[config.mk]
export PLATFORM = sky130hd
export DESIGN_NAME = wta_ctrl
export DESIGN_NICKNAME = d
export VERILOG_FILES = /design/src/design/wta_pkg.sv /design/src/design/wta_ctrl.sv
export SDC_FILE = /design/constraint.sdc
export NUM_CORES = 1
export LEC_CHECK = 0
export ABC_AREA = 1
export BUFFER_PORTS_ARGS = -buffer_cell sky130_fd_sc_hd__clkbuf_2
export CAP_MARGIN = 20
export CORE_AREA = 2 2 39 41
export CTS_CLUSTER_SIZE = 28
export DETAILED_ROUTE_END_ITERATION = 16
export DIE_AREA = 0 0 41 43
export PLACE_DENSITY = 0.7
export SETUP_SLACK_MARGIN = 0.3
export SLEW_MARGIN = 20
export SYNTH_ARGS = -nofsm -noshare
export SYNTH_HDL_FRONTEND = slang
export SYNTH_SLANG_ARGS = --single-unit
[constraint.sdc]
create_clock -name clk -period 3.1 [get_ports clk]
set_input_delay 0.155 -clock clk [delete_from_list [all_inputs] [get_ports clk]]
set_output_delay 0.155 -clock clk [all_outputs]
set_load 0.005 [all_outputs]
[src/design/wta_pkg.sv]
// Package for the windowed trapezoid average block.
// Holds the register indexes, the controller states and the command and status structs.
// Used by wta_ctrl, wta_dp and windowed_trapezoid_average.
package wta_pkg;

  localparam int unsigned TIME_W     = 32;
  localparam int unsigned VALUE_W    = 24;
  localparam int unsigned AREA_W     = 64;
  localparam int unsigned CFG_DATA_W = 32;
  localparam int unsigned CFG_INDEX_W = 1;

  localparam logic [CFG_INDEX_W-1:0] REG_WINDOW_START = 1'b0;
  localparam logic [CFG_INDEX_W-1:0] REG_WINDOW_END   = 1'b1;

  localparam int unsigned DIV_STEPS  = AREA_W;
  localparam int unsigned DIV_CNT_W  = $clog2(DIV_STEPS);

  typedef enum logic [2:0] {
    S_IDLE,
    S_MUL,
    S_ACC,
    S_CHECK,
    S_DIV,
    S_OUT
  } wta_state_t;

  typedef struct packed {
    logic capture;
    logic mul;
    logic acc;
    logic check;
    logic div_step;
    logic load_out;
  } wta_cmd_t;

  typedef struct packed {
    logic last;
    logic span_ok;
    logic out_free;
  } wta_sts_t;

endpackage

[src/design/wta_ctrl.sv]
// Controller of the windowed trapezoid average block.
// Sequences capture, multiply, accumulate and the iterative division.
// Depends on wta_pkg.
module wta_ctrl (
  input  logic               clk,
  input  logic               rst,
  input  logic               sample_valid,
  output logic               sample_stall,
  input  wta_pkg::wta_sts_t  sts,
  output wta_pkg::wta_cmd_t  cmd
);
  import wta_pkg::*;

  wta_state_t            state;
  wta_state_t            state_next;
  logic [DIV_CNT_W-1:0]  div_cnt;
  logic [DIV_CNT_W-1:0]  div_cnt_next;

  always_ff @(posedge clk) begin
    if (rst) begin
      state   <= S_IDLE;
      div_cnt <= '0;
    end else begin
      state   <= state_next;
      div_cnt <= div_cnt_next;
    end
  end

  always_comb begin
    state_next   = state;
    div_cnt_next = div_cnt;
    cmd          = '0;
    sample_stall = 1'b1;
    case (state)
      S_IDLE: begin
        sample_stall = 1'b0;
        if (sample_valid) begin
          cmd.capture = 1'b1;
          state_next  = S_MUL;
        end
      end
      S_MUL: begin
        cmd.mul    = 1'b1;
        state_next = S_ACC;
      end
      S_ACC: begin
        cmd.acc    = 1'b1;
        state_next = sts.last ? S_CHECK : S_IDLE;
      end
      S_CHECK: begin
        cmd.check    = 1'b1;
        div_cnt_next = '0;
        state_next   = sts.span_ok ? S_DIV : S_OUT;
      end
      S_DIV: begin
        cmd.div_step = 1'b1;
        div_cnt_next = div_cnt + 1'b1;
        if (div_cnt == DIV_CNT_W'(DIV_STEPS - 1)) begin
          state_next = S_OUT;
        end
      end
      S_OUT: begin
        if (sts.out_free) begin
          cmd.load_out = 1'b1;
          state_next   = S_IDLE;
        end
      end
      default: begin
        state_next = S_IDLE;
      end
    endcase
  end

endmodule

==> results of run 1 <==
==> stage by stage <==
| step | hold WS, ns | power [mW] | utilization (%) |
|---|---|---|---|
| 2_1_floorplan | 0.224 | 0.302 | - |
| 3_3_place_gp | 0.372 | 0.362 | 42.1 |
| 3_5_place_dp | 0.375 | 0.365 | 42.1 |
| 4_1_cts | 0.0995 | 0.458 | 44.0 |
| 5_1_grt | 0.109 | 0.506 | 44.0 |
| 6_report | 0.0998 | 0.452 | 44.0 |
==> flip-flops by register name, indices dropped and copies added, names as in the netlist <==
register and flops:
div_cnt 6, state 3
==> placed cells by master, fill, tap and decap left out, types with 2 or more instances in the layout <==
| cell type | synthesis | layout |
|---|---|---|
| a21oi_1 | 8 | 8 |
| clkbuf_2 | 0 | 12 |
| clkbuf_4 | 0 | 3 |
| dfxtp_1 | 9 | 9 |
| inv_1 | 13 | 13 |
| inv_2 | 2 | 2 |
| nand2_1 | 21 | 21 |
| nand2_2 | 2 | 2 |
| nand3_1 | 4 | 4 |
| nand4_1 | 2 | 2 |
| nor2_1 | 11 | 11 |
| nor2_2 | 2 | 2 |
| o21ai_0 | 5 | 5 |
==> power breakdown <==
| part | leakage [nW] | switching, mW | internal (mW) |
|---|---|---|---|
| sequential | 0.0733 | 0.0292 | 0.138 |
| clock | 0.0150 | 0.0413 | 0.0496 |
| combinational | 0.216 | 0.120 | 0.0735 |
| total | 0.304 | 0.191 | 0.261 |
==> area by class of cell <==
cell class	count	area (µm²)
timing repair buffer	12	60.1
tap	16	20.0
fill	155	774
inverter	15	56.3
sequential	9	180
clock buffer	4	26.3
multi-input combinational	58	267
==> metal layers <==
| metal | global-route usage [%] | vias to the layer above | wire (µm) |
|---|---|---|---|
| met5 | 0 | - | 0 |
| met4 | 12.0 | 0 | 27 |
| met2 | 21.3 | 17 | 440 |
| met3 | 3.14 | 4 | 62 |
| li1 | - | 293 | - |
| met1 | 17.5 | 222 | 484 |
==> critical path, stage by stage, from the launching register on <==
cell,delay [ns]
dfxtp_1,0.42
inv_1,0.12
nor4_1,0.24
clkbuf_2,0.16
==> final timing paths <==
check	slack, ns	endpoint	depth (start not counted)	from
setup / recovery	1.75	cmd[0]	3	state[2]
hold / removal	0.1	div_cnt[1]	2	rst
setup reg to reg	1.86	state[0]	8	div_cnt[0]
hold reg to reg	0.49	div_cnt[0]	1	div_cnt[0]
==> logic make-up after synthesis <==
family	share of synthesized area [%]
and+or+nand+nor	37.6
buffers and inverters	11.2
AOI/OAI and AO/OA	12.9
DFF	35.8
adders and majority gates	2.49
==> results.tsv, run 1 <==
metric	value	unit
cts-hold-fix-buffers	0	
worst_ep_required_time	2.94	ns
fin_crit_sh	43.6	%
max_slew_margin	84.3	%
synthCells	82	
dp_slack	1.86	ns
fmax	740	MHz
track_usage	14.7	%
dieArea	0.00176	mm²
fin_ws	1.75	ns
worstSetupPathType	reg2out	
status	finished clean	
grt_pass1_wl	1730	µm
cts_sinks	9	
hold_path.class	in2reg	
powerDensity	741	mW/mm²
yosysSeqAreaShare	35.8	%
setup_tns	0	ns
finalSetupViolCount	0	
worstPathMaxFanout	5	
ctsResizeCount	0	
cap_violations	0	
synth-edff-count	0	
numCtsBuffers	3	
start_util	36.3	%
dp_cells	110	
irDropWorstVdd	0.394	mV
worst_clock_skew	0.000426	ns
gp_congestion	0.816	
crit_arrival	1.20	ns
stdcell_area	609	µm²
area_delta_synth_final	21.1	%
syn_area	503	µm²
antennaDiodeCount	0	
clkLatencyLatePin	0.26	ns
io_pins	13	
cts_tree	built	
cts_setup_buffers	0	
fin_crit	1.35	ns
ys_seq_elements	9	
port_buffers	12	
final_nets	106	
grt_max_degree	8	
drt_first_pass_iters	3	
synth.area.top_cells	dfxtp_1, nand2_1, inv_1, nor2_1, a21oi_1	
rsz0062_at_grt	no	
antenna_found_initial	0	
cts.reportedPaths.clkPinSlew	0.06	ns
grt_overflow_total	0	
yosys_warnings	0	
avgSynthCellArea	6.13	µm²
num_vias	536	
via_per_inst	4.70	
routedWlPerCell	8.90	µm
synth_common_cells	nand2_1, inv_1, nor2_1	
finalHoldViolCount	0	
synth_top_area_share	35.8	%
synth.most_common_cell	nand2_1	
drtIter0Drc	4	
dieWidth	41	µm
synth_nets	89	
synth_ff_type	dfxtp_1	
ys_types	14	
placed_cell_area	583	µm²
start_kind	register	
chipHeight	43	µm
htree_levels	1	
p_leak	0.304	nW
drive_gt1_share	21.4	%
drtAntennaViolNets	0	
synthArstFlopShare	0	%
cp-end-kind	output pin	
cts_root_buf	clkbuf_4	
tightest_slew	0.234	ns
clockBufferDepth	2	
wl	1020	µm
hpwlAfterDp	804	µm
grt_pass1_vias	468	
core_area	0.00138	mm²
rows	14	
yosysTopAreaCell	dfxtp_1	
finalNonFillerCells	114	
drt_drc_violations_left	0	
drv_slew	0	
Power figures use the tool's default switching activity.
==> run 2, diff against run 1 <==
- clock period: 3.1 -> 1.35 ns (I/O delays scaled with it)
==> run 2 against run 1 <==
  * Power rose to 3.2 times the previous value
  * Clock-buffer cell count unchanged
  * Largest power group unchanged
  * Highest routed layer unchanged
  * Combinational power rose to 4.0 times the previous value
  * Setup slack worse by 1.6 ns
  * Via count up 15%
==> results.tsv, run 2 (synthesis gave the netlist of run 1 again) <==
metric	value	unit	change
status	finished clean		unchanged
rr_worst_depth	7		was 8
grt_use_met3	2.09	%	was 3.14%
r2r_start	div_cnt[0]		unchanged
area_delta_synth_final	67.7	%	was 21.1%
whs_endpoint	state[1]		was div_cnt[1]
fmax	820	MHz	
routedWlPerCell	11.1	µm	was 8.90 µm
num_vias	615		was 536
grt_pass1_wl	1910	µm	was 1730 µm
finalSetupViolCount	0		unchanged
multiInputGateArea	357	µm²	was 267 µm²
max_slew_margin	86.8	%	was 84.3%
powerDensity	1700	mW/mm²	was 741 mW/mm²
largestRegisters	div_cnt (6), state (3)		unchanged
grt.busiest_layer	met2		unchanged
fill_cells	130		was 155
drv_slew	0		unchanged
clkLatencyLatePin	0.26	ns	about the same
start_kind	register		unchanged
cap_violations	0		unchanged
numCtsBuffers	3		unchanged
drt_first_pass_iters	4		was 3
finalHoldViolCount	0		unchanged
worstSetupPathType	reg2reg		was reg2out
max_stage_delay	0.36	ns	was 0.42 ns
chipHeight	43	µm	unchanged
htree_levels	1		unchanged
reg2reg_slack	0.13	ns	was 1.86 ns
port_buffers	12		unchanged
setup_tns	0	ns	unchanged
power.total	1.44	mW	was 0.452 mW
worstPathMaxFanout	3		was 5
drt_drc_violations_left	0		unchanged
largest_reg_flops	6		unchanged
core_area	0.00138	mm²	unchanged
layout_common_cells	nand2_1, inv_1, nor2_1, a21oi_1, clkbuf_2		was nand2_1, inv_1, clkbuf_2, nor2_1, dfxtp_1
cts_tree	built		unchanged
p_leak	0.384	nW	was 0.304 nW
wl	1390	µm	was 1020 µm
antenna_found_initial	0		unchanged
grt_pass1_vias	514		was 468
final_common_cell	nand2_1		unchanged
hold_depth	3		was 2
critPathSlowestCell	dfxtp_2		was dfxtp_1
worst_clock_skew	0.00442	ns	was 0.000426 ns
met1_usage	17.7	%	was 17.5%
hpwlAfterDp	832	µm	was 804 µm
hold_path.class	in2reg		unchanged
grt_max_degree	8		unchanged
cts_sinks	9		unchanged
gp_congestion	0.809		was 0.816
grt_overflow_total	0		unchanged
start_util	36.3	%	unchanged
dieArea	0.00176	mm²	unchanged
drive_gt1_share	45.9	%	was 21.4%
finalNonFillerCells	125		was 114
dieWidth	41	µm	unchanged
drtAntennaViolNets	0		unchanged
rsz0062_at_grt	yes		was no
drtIter0Drc	19		was 4
cp-end-kind	register		was output pin
fin_crit_sh	90.3	%	
antennaDiodeCount	0		unchanged
tightest_slew	0.198	ns	was 0.234 ns
final_nets	117		was 106
io_pins	13		unchanged
min_from	sts[2]		was rst
crit_arrival	1.41	ns	was 1.20 ns
final_util	60.9	%	was 44.0%
cts.reportedPaths.clkPinSlew	0.06	ns	about the same
clockBufferDepth	2		unchanged
regArea	195	µm²	was 180 µm²
cts_root_buf	clkbuf_4		unchanged
largest-register	div_cnt		unchanged
timing.rr.end	div_cnt[4]		was state[0]
use_met2	25.3	%	was 21.3%
dp_cells	110		unchanged
rows	14		unchanged
fin_crit	1.22	ns	
track_usage	15.9	%	was 14.7%
via_per_inst	4.92		was 4.70
irDropWorstVdd	0.842	mV	was 0.394 mV
crit_chain	ha_4 -> nand3_4 -> buf_4 -> buf_6 -> o21ai_2 -> nand2_1 -> a21oi_1		was inv_1 -> nor4_1 -> clkbuf_2
worst_ep_required_time	1.55	ns	was 2.94 ns
run 2: changes by cell type in the layout (fill, tap and decap cells not counted), sizes merged:
cell	delta
dlygate4sd3	+1
buf	+15
clkbuf	-5
run 2: worst max-delay path, delay by kind of cell (launching register included):
kind / cells / cell delay, ns
and+or+nand+nor: 2 / 0.15
adders and majority gates: 1 / 0.16
buffers and inverters: 2 / 0.25
AOI/OAI and AO/OA: 2 / 0.24
DFF: 1 / 0.36
run 2: power by group:
| group | internal [mW] | switching [mW] |
|---|---|---|
| Clock | 0.114 | 0.0939 |
| Combinational | 0.375 | 0.408 |
| Sequential | 0.342 | 0.104 |
run 2: routing by layer:
layer	wire length, µm	part of all wire, %
met1	558	40
met2	694	50
met3	69	5.0
met4	68	4.9
met5	0	0
run 2: cell type report:
type / count / area share [%]
tap: 16 / 2.37
inverter: 15 / 7.57
sequential: 9 / 23.1
multi-input combinational: 58 / 42.3
clock buffer: 4 / 3.12
timing repair buffer: 23 / 21.5
run 2: worst max-delay path by stage:
stage          startpoint    endpoint  slack (ns)  cells past startpoint
6_report       div_cnt[0]  div_cnt[4]        0.13                      7
5_1_grt        div_cnt[0]  div_cnt[4]        0.07                      7
2_1_floorplan  div_cnt[1]    state[0]        0.25                      8
4_1_cts          state[0]      cmd[5]        0.21                      4
3_3_place_gp     state[1]    state[0]        0.20                      7
3_5_place_dp     state[1]    state[2]        0.17                      7
run 2: stage by stage:
step / hold slack [ns] / area (µm²) / worst slack [ns]
2_1_floorplan: 0.129 / 523 / 0.253
3_3_place_gp: 0.277 / 603 / 0.199
3_5_place_dp: 0.276 / 603 / 0.174
4_1_cts: 0.0637 / 726 / 0.214
5_1_grt: 0.111 / 843 / 0.0735
6_report: 0.0822 / 843 / 0.131
run 2: repair_timing:
action | 4_1_cts | 5_1_grt
buffers inserted | 6 | 4
endpoints found under the setup margin | 15 | 15
pin swaps | 8 | 6
hold endpoints to repair | 2 | 0
hold buffers | 1 | 0
resized for setup | 16 | 24
gates cloned | 0 | 0
